[src/hw/rtl/avcc2b_pkg.sv]
// ----------------------------------------------------------------------------
// avcc2b_pkg
// Shared types for the length-prefix to start-code byte stream converter.
// ----------------------------------------------------------------------------
package avcc2b_pkg;

	// One input byte with its packet marks
	typedef struct packed {
		logic [7:0] in_byte;
		logic       payload_kind;
		logic       in_first;
		logic       in_last;
	} avcc_item_t;

	// One output byte of the start-code stream
	typedef struct packed {
		logic [7:0] out_byte;
		logic       out_last;
	} annexb_item_t;

	// What one input byte produces: nothing, one byte, or a full start code
	typedef struct packed {
		logic       valid;
		logic       start;
		logic [7:0] data;
		logic       last;
	} parse_res_t;

endpackage

[src/hw/rtl/avcc2b_parser.sv]
// ----------------------------------------------------------------------------
// avcc2b_parser
// Packet parser: holds the parse state and decides, for each accepted byte,
// which output it produces (none, one byte, or a 00 00 00 01 start code).
// ----------------------------------------------------------------------------
module avcc2b_parser #(
	parameter int LENGTH_BITS = 32
) (
	input  logic                    clk,
	input  logic                    arst_n,
	input  logic                    accept,
	input  avcc2b_pkg::avcc_item_t  item,
	output avcc2b_pkg::parse_res_t  res
);
	import avcc2b_pkg::*;

	localparam logic [3:0] PH_IDLE   = 4'd0;
	localparam logic [3:0] PH_HDR    = 4'd1;
	localparam logic [3:0] PH_BODY   = 4'd2;
	localparam logic [3:0] PH_SKIP   = 4'd3;
	localparam logic [3:0] PH_SPSLEN = 4'd4;
	localparam logic [3:0] PH_SPS    = 4'd5;
	localparam logic [3:0] PH_PPSCNT = 4'd6;
	localparam logic [3:0] PH_PPSLEN = 4'd7;
	localparam logic [3:0] PH_PPS    = 4'd8;
	localparam logic [3:0] PH_DONE   = 4'd9;

	localparam logic [2:0]             SKIP_END = 3'd5;
	localparam logic [32:0]            LEN_MAX  = (33'd1 << LENGTH_BITS) - 33'd1;
	localparam logic [LENGTH_BITS-1:0] REM_ONE  = LENGTH_BITS'(1);

	logic [3:0]             phase_q, ph, nph;
	logic [2:0]             hpos_q, hp, nhp;
	logic [23:0]            gather_q, lg, nlg;
	logic [LENGTH_BITS-1:0] rem_q, rem, nrem;
	logic [31:0]            full_len;
	logic [15:0]            len16;
	logic                   over;
	logic [LENGTH_BITS-1:0] len_sat;

	always_comb begin
		// in_first restarts parsing before this byte is looked at
		ph  = item.in_first ? (item.payload_kind ? PH_SKIP : PH_HDR) : phase_q;
		hp  = item.in_first ? 3'd0 : hpos_q;
		lg  = item.in_first ? 24'd0 : gather_q;
		rem = item.in_first ? '0 : rem_q;

		full_len = {lg, item.in_byte};
		len16    = {lg[7:0], item.in_byte};
		over     = {1'b0, full_len} > LEN_MAX;
		len_sat  = over ? LEN_MAX[LENGTH_BITS-1:0] : full_len[LENGTH_BITS-1:0];

		nph  = ph;
		nhp  = hp;
		nlg  = lg;
		nrem = rem;
		res  = '0;

		unique case (ph)
			PH_HDR: begin
				res.valid = 1'b1;
				res.data  = (hp[1:0] == 2'd3) ? 8'h01 : 8'h00;
				if (hp[1:0] == 2'd3) begin
					nhp = 3'd0;
					nlg = 24'd0;
					if (len_sat != '0) begin
						nrem = len_sat;
						nph  = PH_BODY;
					end
				end else begin
					nhp = hp + 3'd1;
					nlg = {lg[15:0], item.in_byte};
				end
			end
			PH_BODY: begin
				res.valid = 1'b1;
				res.data  = item.in_byte;
				nrem      = rem - REM_ONE;
				if (rem == REM_ONE) begin
					nph = PH_HDR;
					nhp = 3'd0;
					nlg = 24'd0;
				end
			end
			PH_SKIP: begin
				if (hp >= SKIP_END) begin
					nph = PH_SPSLEN;
					nhp = 3'd0;
					nlg = 24'd0;
				end else begin
					nhp = hp + 3'd1;
				end
			end
			PH_SPSLEN, PH_PPSLEN: begin
				if (hp == 3'd0) begin
					nlg = {8'h00, len16};
					nhp = 3'd1;
				end else begin
					res.valid = 1'b1;
					res.start = 1'b1;
					nhp       = 3'd0;
					nlg       = 24'd0;
					nrem      = LENGTH_BITS'(len16);
					if (len16 != 16'd0) begin
						nph = (ph == PH_SPSLEN) ? PH_SPS : PH_PPS;
					end else if (ph == PH_SPSLEN) begin
						nph = PH_PPSCNT;
					end else begin
						// empty PPS: the start code closes the packet
						res.last = 1'b1;
						nph      = PH_DONE;
					end
				end
			end
			PH_SPS: begin
				res.valid = 1'b1;
				res.data  = item.in_byte;
				nrem      = rem - REM_ONE;
				if (rem == REM_ONE) nph = PH_PPSCNT;
			end
			PH_PPSCNT: begin
				nph = PH_PPSLEN;
				nhp = 3'd0;
				nlg = 24'd0;
			end
			PH_PPS: begin
				res.valid = 1'b1;
				res.data  = item.in_byte;
				res.last  = (rem == REM_ONE);
				nrem      = rem - REM_ONE;
				if (rem == REM_ONE) nph = PH_DONE;
			end
			default: begin
				// idle, done, and unused codes drop the byte
			end
		endcase

		if (item.in_last) begin
			if (res.valid) res.last = 1'b1;
			nph  = PH_IDLE;
			nhp  = 3'd0;
			nlg  = 24'd0;
			nrem = '0;
		end
	end

	always_ff @(posedge clk or negedge arst_n) begin
		if (!arst_n) begin
			phase_q  <= PH_IDLE;
			hpos_q   <= 3'd0;
			gather_q <= 24'd0;
			rem_q    <= '0;
		end else if (accept) begin
			phase_q  <= nph;
			hpos_q   <= nhp;
			gather_q <= nlg;
			rem_q    <= nrem;
		end
	end

endmodule

[src/hw/rtl/h264_avcc_to_annexb_converter_core.sv]
// ----------------------------------------------------------------------------
// h264_avcc_to_annexb_converter_core
// Rewrites length-prefixed H.264 units and configuration records into a
// start-code delimited byte stream.
// ----------------------------------------------------------------------------
//  channel  | handshake                | payload
//  ---------+--------------------------+-------------------------------------
//  avcc     | avcc_valid / avcc_stall  | in_byte, payload_kind, in_first/last
//  annexb   | annexb_valid/annexb_stall| out_byte, out_last
//
// One input byte per cycle while the output is not stalled and no start code is
// draining. A byte yields zero, one or four output bytes; the four-byte start
// code drains from the result register one byte at a time, and the next input
// byte is taken in the cycle the final pending byte leaves.
// Reset clears the parse state and empties the result register.
// A stalled output holds the input stalled once the result register is full.
module h264_avcc_to_annexb_converter_core #(
	parameter int LENGTH_BITS = 32
) (
	input  logic                      clk,
	input  logic                      arst_n,
	input  logic                      avcc_valid,
	output logic                      avcc_stall,
	input  avcc2b_pkg::avcc_item_t    avcc,
	output logic                      annexb_valid,
	input  logic                      annexb_stall,
	output avcc2b_pkg::annexb_item_t  annexb
);
	import avcc2b_pkg::*;

	parse_res_t res;
	logic       accept;
	logic       take;
	logic       final_byte;
	logic       done;

	logic       out_valid_q;
	logic       out_start_q;
	logic [7:0] out_data_q;
	logic       out_last_q;
	logic [1:0] idx_q;

	avcc2b_parser #(
		.LENGTH_BITS(LENGTH_BITS)
	) u_parser (
		.clk    (clk),
		.arst_n (arst_n),
		.accept (accept),
		.item   (avcc),
		.res    (res)
	);

	assign final_byte = !out_start_q || (idx_q == 2'd3);
	assign take       = out_valid_q && !annexb_stall;
	assign done       = take && final_byte;
	assign avcc_stall = out_valid_q && !done;
	assign accept     = avcc_valid && !avcc_stall;

	assign annexb_valid    = out_valid_q;
	assign annexb.out_byte = out_start_q ? ((idx_q == 2'd3) ? 8'h01 : 8'h00) : out_data_q;
	assign annexb.out_last = out_last_q && final_byte;

	always_ff @(posedge clk or negedge arst_n) begin
		if (!arst_n) begin
			out_valid_q <= 1'b0;
			idx_q       <= 2'd0;
		end else if (accept && res.valid) begin
			out_valid_q <= 1'b1;
			idx_q       <= 2'd0;
		end else if (done) begin
			out_valid_q <= 1'b0;
		end else if (take) begin
			idx_q <= idx_q + 2'd1;
		end
	end

	always_ff @(posedge clk) begin
		if (accept && res.valid) begin
			out_start_q <= res.start;
			out_data_q  <= res.data;
			out_last_q  <= res.last;
		end
	end

endmodule

[config.mk]
export PLATFORM = sky130hd
export DESIGN_NAME = h264_avcc_to_annexb_converter_core
export DESIGN_NICKNAME = d
export VERILOG_FILES = /design/src/hw/rtl/avcc2b_pkg.sv /design/src/hw/rtl/avcc2b_parser.sv /design/src/hw/rtl/h264_avcc_to_annexb_converter_core.sv
export SDC_FILE = /design/constraint.sdc
export NUM_CORES = 1
export LEC_CHECK = 0
export ABC_AREA = 1
export BUFFER_PORTS_ARGS = -buffer_cell sky130_fd_sc_hd__buf_2
export CAP_MARGIN = 20
export CORE_MARGIN = 10
export CORE_UTILIZATION = 42
export CTS_CLUSTER_DIAMETER = 150
export DETAILED_ROUTE_END_ITERATION = 6
export MAX_ROUTING_LAYER = met4
export SLEW_MARGIN = 30
export SYNTH_ARGS = -nofsm -noshare
export SYNTH_HDL_FRONTEND = slang
export SYNTH_SLANG_ARGS = --single-unit
[constraint.sdc]
create_clock -name clk -period 1.8 [get_ports clk]
set_input_delay 0.09 -clock clk [delete_from_list [all_inputs] [get_ports clk]]
set_output_delay 0.09 -clock clk [all_outputs]
set_load 0.01 [all_outputs]
== Yosys cells after proc, flatten, opt, wreduce, memory -nomap -nowiden ==
Cells that the tools add are included.

* Bits in registers: 76
* Input bits: 15
* Output and inout bits: 11
* Logic and storage cells: 96

* $add $sub $neg: 3
* Order comparisons: 1
* Equality and inequality tests: 12
* Mux-type cells: 51
* Reduce and logical (&&, ||, !) cells: 20

{| class="wikitable"
|+ Operators with widths
! operator !! count
|-
| $mux 32 || 5
|-
| $mux 24 || 5
|-
| $pmux 24 s5 || 1
|-
| $pmux 32 s3 || 1
|-
| $mux 4 || 12
|-
| $eq 32x1->1 const B || 1
|-
| $reduce_bool 32->1 || 1
|-
| $sub 32x1->32 const B || 1
|-
| $pmux 4 s7 || 1
|-
| $eq 4x3->1 const B || 4
|-
| $mux 16 || 1
|-
| $pmux 8 s2 || 1
|-
| $reduce_bool 16->1 || 1
|-
| $mux 3 || 5
|-
| $pmux 3 s5 || 1
|-
| $mux 1 || 10
|-
| $mux 2 || 5
|-
| $eq 4x2->1 const B || 2
|-
| $mux 8 || 1
|-
| $logic_and 1x1->1 || 6
|-
| $eq 2x2->1 const B || 2
|-
| $eq 4x1->1 const B || 1
|-
| $eq 4x4->1 const B || 1
|-
| $logic_not 1->1 || 4
|-
| 12 further kinds || 14
|}

== Depth between registers and ports, before layout ==
* Depth after elaboration: 10
* Gate-level depth with buffers: 18
* Gate-level depth less buffers: 15

== Hierarchy ==
Synthesis repeated with hierarchy kept, for this count alone.

* Cells, all modules: 1,074
* Area total of the unflattened synthesis: 6,498.7 um2

{| class="wikitable"
|+ Modules (own cells, without submodules)
! module !! times used !! cells each !! area each (um2) !! sequential area each (um2)
|-
| avcc2b_parser || 1 || 1,013 || 5,858.1 || 1,576.5
|-
| h264_avcc_to_annexb_converter_core || 1 || 61 || 640.6 || 375.4
|}

== Least setup slack after synthesis ==
Ideal clock, no wire load.

* Path kind: input to register
* Start: input avcc[1] in the netlist's numbering
* End: register out_data_q[0], enable pin
* Library setup time: 0.315 ns
* Data arrival time: 1.684 ns
* Data required time: 1.485 ns
* Slack: -0.199 ns
* Cell stages on the path: 14
* Buffers on the path: 4
* Cells stage by stage: inv_2 buf_6 buf_6 buf_6 nand2_1 ha_1 nand2_1 inv_1 nor2_2 inv_1 nand3_4 buf_4 nand2_1 inv_2

* Word-level cells in the longest chain between the ends: 5
* Elaborated cells on any way between the ends: 14
* Those cells by class: eq/ne (6); mux (4); reduce/logical (4)

{| class="wikitable"
|+ RTL lines
! what !! line !! source
|-
| from (decl) || h264_avcc_to_annexb_converter_core.sv:24 || <nowiki>input avcc2b_pkg::avcc_item_t avcc,</nowiki>
|-
| $mux 4 / $mux 3 (equally long branches) || avcc2b_parser.sv:43, avcc2b_parser.sv:44 ||
|-
| $eq 4x1->1 (tied with other cells) || avcc2b_parser.sv:59 || <nowiki>unique case (ph)</nowiki>
|-
| $reduce_or 4->1 (no source line) (tied with other cells) || n/a ||
|-
| $pmux 1 s2 (*) || avcc2b_parser.sv:59 ||
|-
| $logic_and 1x1->1 (*) || h264_avcc_to_annexb_converter_core.sv:78 || <nowiki>if (accept && res.valid) begin</nowiki>
|-
| to (signal assigned) || h264_avcc_to_annexb_converter_core.sv:80 || <nowiki>out_data_q <= res.data;</nowiki>
|-
| to (decl) || h264_avcc_to_annexb_converter_core.sv:39 || <nowiki>logic [7:0] out_data_q;</nowiki>
|}

Mark *: on every way between the ends. The rest lies on a longest branch, timed or not.
A chain may end at the register's enable or synchronous reset.

== Worst setup path after layout ==
* Start: register u_parser.phase_q[1]
* End: register u_parser.gather_q[6]

* Word-level cells in the longest chain between the ends: 5
* Elaborated cells on any way between the ends: 10
* Those cells by class: eq/ne (6); mux (3); reduce/logical (1)

{| class="wikitable"
|+ RTL lines
! what !! line !! source
|-
| from (decl) || avcc2b_parser.sv:32 || <nowiki>logic [3:0] phase_q, ph, nph;</nowiki>
|-
| from (signal assigned) || avcc2b_parser.sv:154 || <nowiki>phase_q <= nph;</nowiki>
|-
| $mux 4 (*) || avcc2b_parser.sv:43 || <nowiki>ph = item.in_first ? (item.payload_kind ? PH_SKIP : PH_HDR) : phase_q;</nowiki>
|-
| $eq 4x3->1 || avcc2b_parser.sv:59 ||
|-
| $reduce_or 2->1 || avcc2b_parser.sv:59 ||
|-
| $pmux 24 s5 (*) || avcc2b_parser.sv:59 ||
|-
| $mux 24 (*) || avcc2b_parser.sv:138 || <nowiki>if (item.in_last) begin</nowiki>
|-
| to (signal assigned) || avcc2b_parser.sv:156 || <nowiki>gather_q <= nlg;</nowiki>
|-
| to (decl) || avcc2b_parser.sv:34 || <nowiki>logic [23:0] gather_q, lg, nlg;</nowiki>
|}

Marked as above.

==> qor.tcl <==
set qor(most-common-layout-cells) {sky130_fd_sc_hd__nand2_1, sky130_fd_sc_hd__buf_4, sky130_fd_sc_hd__inv_1, sky130_fd_sc_hd__nor2_1, sky130_fd_sc_hd__dfrtp_1}
set qor(critical_path_arrival_ns) 2.17
set qor(wire_length_of_the_first_global_routing_pass_um) 33240
set qor(post_drt_wl_per_cell_um) 16.16
set qor(setup_ws_ns) -0.07842
set qor(tightestPinTransition_ns) 0.5227
set qor(cts.htree.levels) 3
set qor(synth_unique_cells) 33
set qor(layout_commonest_cell) {sky130_fd_sc_hd__nand2_1}
set qor(cts_num_sinks) 76
set qor(floorplan.initialDensity_pct) 43.05
set qor(critical_path.cell_chain) {nand2_1 -> nand3_4 -> nor2_4 -> inv_4 -> buf_6 -> o21ai_4 -> clkbuf_16 -> nand3_2 -> nand2_1 -> nand2_1 -> nand2_1}
set qor(grt_pass1_vias) 6315
set qor(violations) {negative setup slack}
set qor(rsz0062_at_grt) {yes}
set qor(instance_count_of_the_mapped_netlist) 1012
set qor(worst_path_dominant_cell_family) {simple AND/OR/NAND/NOR gates}
set qor(seq_area_frac_synth_pct) 32.41
set qor(ys_dominant_reg_cell) {sky130_fd_sc_hd__dfrtp_1}
set qor(fp.dieH_um) 139.7
set qor(clkSlewWorstSetupHoldPaths_ns) 0.07
set qor(report.final.setup_viol) 65
set qor(antenna-diode-count) 0
set qor(holdCritPathClass) {in2reg}
set qor(detailedRoute.firstIterationViolations) 696
set qor(finalCriticalPeriod_ns) 1.878
set qor(yosys_warnings) 0
set qor(critPathMaxStageDelay_ns) 0.43
set qor(start_kind) {register}
set qor(antenna_left) 0
set qor(synthToLayoutAreaGrowth_pct) 53.13
set qor(fill_cell_count) 1264
set qor(cp_max_fo) 8
set qor(outcome) {finished with violations}
set qor(std_cell_core_area_um2) 13990
set qor(postSynth.asyncResetShare_pct) 86.84
set qor(congestion_overflow_gr) 0
set qor(post_synth_instance_area_um2) 6022
set qor(ctsRootBufferMaster) {sky130_fd_sc_hd__clkbuf_16}
set qor(postSynthRegisterBits) 76
set qor(die_x_um) 139.7
set qor(worst-endpoint-required_ns) 2.09
set qor(category_of_the_critical_setup_timing_path) {reg2reg}
set qor(clkLatencyLatePin_ns) 0.36
set qor(timing.clock.skew_ns) 0.01155
set qor(hold_violations) 0
set qor(clk_path_buf_depth) 2
set qor(cts_tree) {done}
set qor(place_congestion) 0.9221
set qor(hpwl_um) 14550
set qor(detail_route.wirelength_um) 22870
set qor(cp.buffers_inverters) 3
set qor(timing.critical_path.slowest_stage_cell) {sky130_fd_sc_hd__dfrtp_1}
set qor(globalRouteTotalUtil_pct) 21.26
set qor(p_total_uw) 14510
set qor(avgSynthCellArea_um2) 5.951
set qor(fin_util_pct) 65.92
set qor(die_area_um2) 19530
set qor(cap_viol_max_count) 0
set qor(critical_path_endpoint_category) {register}
set qor(cts_buffers) 9
set qor(drt-vias-per-instance) 5.006
set qor(final_layout_size_suffix_gt1_share_pct) 35.63
set qor(synth_nets) 1036
set qor(pwr_per_cell_area_nw_per_um2) 1574
set qor(detailroute.via_count) 7083
set qor(peak_ir_drop_on_the_vdd_network_v) 0.0007090
set qor(worst_path_most_repeated_cell) {sky130_fd_sc_hd__nand2_1}
set qor(antenna_found_initial) 0
set qor(grt_start_max_net_pins) 67
set qor(count_of_final_max_slew_check_failures) 0
set qor(nets) 1254
set qor(total_iterations_of_the_first_detailed_routing_run) 7
set qor(num_rows) 43
set qor(maxSlewHeadroom_pct) 65.03
set qor(ios) 26
set qor(fmax_ghz) 0.5324
set qor(route.detailed.drc) 0
set qor(period_utilization_post_route_pct) 104.4
set qor(synth-edff-count) 10
set qor(port_buffers) 25
set qor(static-leakage-power_uw) 0.005487
path summary, 6_finish.rpt:
| kind | slack (ns) | end | cells after the start | startpoint |
|---|---|---|---|---|
| hold / removal | 0.05 | idx_q[1]$_DFFE_PN0P_ | 4 | annexb_stall |
| hold reg to reg | 0.48 | u_parser.gather_q[18]$_DFFE_PN0P_ | 2 | u_parser.gather_q[18]$_DFFE_PN0P_ |
| setup reg to reg | -0.08 | u_parser.gather_q[6]$_DFFE_PN0P_ | 11 | u_parser.phase_q[1]$_DFFE_PN0P_ |
| min in group asynchronous | 0.29 | u_parser.hpos_q[0]$_DFFE_PN0P_ | 3 | arst_n |
| max in group asynchronous | 1.20 | u_parser.rem_q[12]$_DFFE_PN0P_ | 3 | arst_n |
| setup / recovery | -0.08 | u_parser.gather_q[6]$_DFFE_PN0P_ | 11 | u_parser.phase_q[1]$_DFFE_PN0P_ |
repair_timing:
item	in CTS	in global routing
setup endpoints to repair	73	76
gates resized for setup	71	161
pin swaps	17	85
cloned	2	6
hold endpoints to repair	66	0
setup buffers	8	35
hold buffers	1	0
through the flow:
stage                     std cells  setup slack, ns  hold WS (ns)  area, um2  setup TNS, ns
final                          1415         -0.07842       0.05481       9221         -1.984
after global routing           1415          -0.1750       0.08683       9221         -7.913
after CTS                      1376        -0.005205       0.04410       8242      -0.006917
after detailed placement       1350          -0.3709        0.1471       7582         -22.71
after global placement         1350          -0.4016        0.1461       7582         -23.58
after floorplan                1012       -0.0009980       -0.2056       6063      -0.009980
worst reg2reg max path, cell delays in order (launching register included):
cell and delay (ns):
sky130_fd_sc_hd__dfrtp_1 0.43, sky130_fd_sc_hd__nand2_1 0.15, sky130_fd_sc_hd__nand3_4 0.15, sky130_fd_sc_hd__nor2_4 0.21
sky130_fd_sc_hd__inv_4 0.08, sky130_fd_sc_hd__buf_6 0.13, sky130_fd_sc_hd__o21ai_4 0.20, sky130_fd_sc_hd__clkbuf_16 0.22
sky130_fd_sc_hd__nand3_2 0.06, sky130_fd_sc_hd__nand2_1 0.06, sky130_fd_sc_hd__nand2_1 0.05, sky130_fd_sc_hd__nand2_1 0.09
area by class of cell:
type / instances / area (um2) / share of cell area, %
clock inverter: 7 / 82.58 / 0.8955
sequential: 76 / 1952 / 21.17
tap: 180 / 225.2 / 2.442
timing repair inverter: 1 / 16.27 / 0.1764
timing repair buffer: 242 / 2087 / 22.63
clock buffer: 9 / 225.2 / 2.442
inverter: 124 / 491.7 / 5.332
multi-input combinational: 776 / 4141 / 44.91
report_power, final:
part | internal [uW] | switching, uW | total (uW) | leakage, uW
sequential | 2150 | 240 | 2390 | 0.00100
combinational | 4370 | 5800 | 10200 | 0.00434
clock | 1100 | 850 | 1950 | 0.000145
state kept, by name (all words and copies together) (netlist names):
signal and count:
out_start_q 1, out_data_q 8, annexb_valid 1, u_parser.gather_q 24
u_parser.rem_q 32, idx_q 2, u_parser.phase_q 4, out_last_q 1
u_parser.hpos_q 3
kinds of logic (layout without fill, tap and decap cells):
family / count (synthesis) / in the layout / synth area share [%]
AO/OA/AOI/OAI: 62 / 62 / 5.464
XOR/XNOR: 2 / 2 / 0.2909
adder cells (fa/ha/maj): 9 / 9 / 1.870
buffers and inverters: 160 / 383 / 11.30
flip-flops: 76 / 76 / 32.41
AND/OR/NAND/NOR: 703 / 703 / 48.66
layer usage:
layer	track usage (%)	wire length [um]	part of all wire, %	up-vias
li1	-	-	-	3538
met4	3.750	342	1.5	0
met5	-	0	0	-
met3	3.437	1418	6.2	35
met1	28.48	10020	44	3276
met2	33.38	11090	48	234
Yosys cell counts (2+ instances only):
cell,number,area [um2]
sky130_fd_sc_hd__nand2_1,476,1787
sky130_fd_sc_hd__inv_1,117,439.2
sky130_fd_sc_hd__nor2_1,94,352.8
sky130_fd_sc_hd__nand3_1,67,335.3
sky130_fd_sc_hd__dfrtp_1,66,1652
sky130_fd_sc_hd__a21oi_1,25,125.1
sky130_fd_sc_hd__nand2_2,21,131.4
sky130_fd_sc_hd__o21ai_0,19,95.09
sky130_fd_sc_hd__clkbuf_1,15,56.30
sky130_fd_sc_hd__nor3_1,11,55.05
sky130_fd_sc_hd__o21ai_1,11,55.05
sky130_fd_sc_hd__buf_2,10,50.05
sky130_fd_sc_hd__edfxtp_1,10,300.3
sky130_fd_sc_hd__nor2_2,10,62.56
sky130_fd_sc_hd__ha_1,9,112.6
sky130_fd_sc_hd__nand4_1,9,56.30
sky130_fd_sc_hd__buf_6,7,78.83
sky130_fd_sc_hd__inv_2,7,26.28
sky130_fd_sc_hd__buf_4,4,30.03
sky130_fd_sc_hd__nor2_4,4,45.04
sky130_fd_sc_hd__nand3b_1,3,22.52
sky130_fd_sc_hd__nand2_4,2,22.52
sky130_fd_sc_hd__nand3_4,2,35.03
sky130_fd_sc_hd__o21a_1,2,15.01
sky130_fd_sc_hd__or2_2,2,12.51
sky130_fd_sc_hd__xor2_1,2,17.52
(Power assumes the default switching activity.)
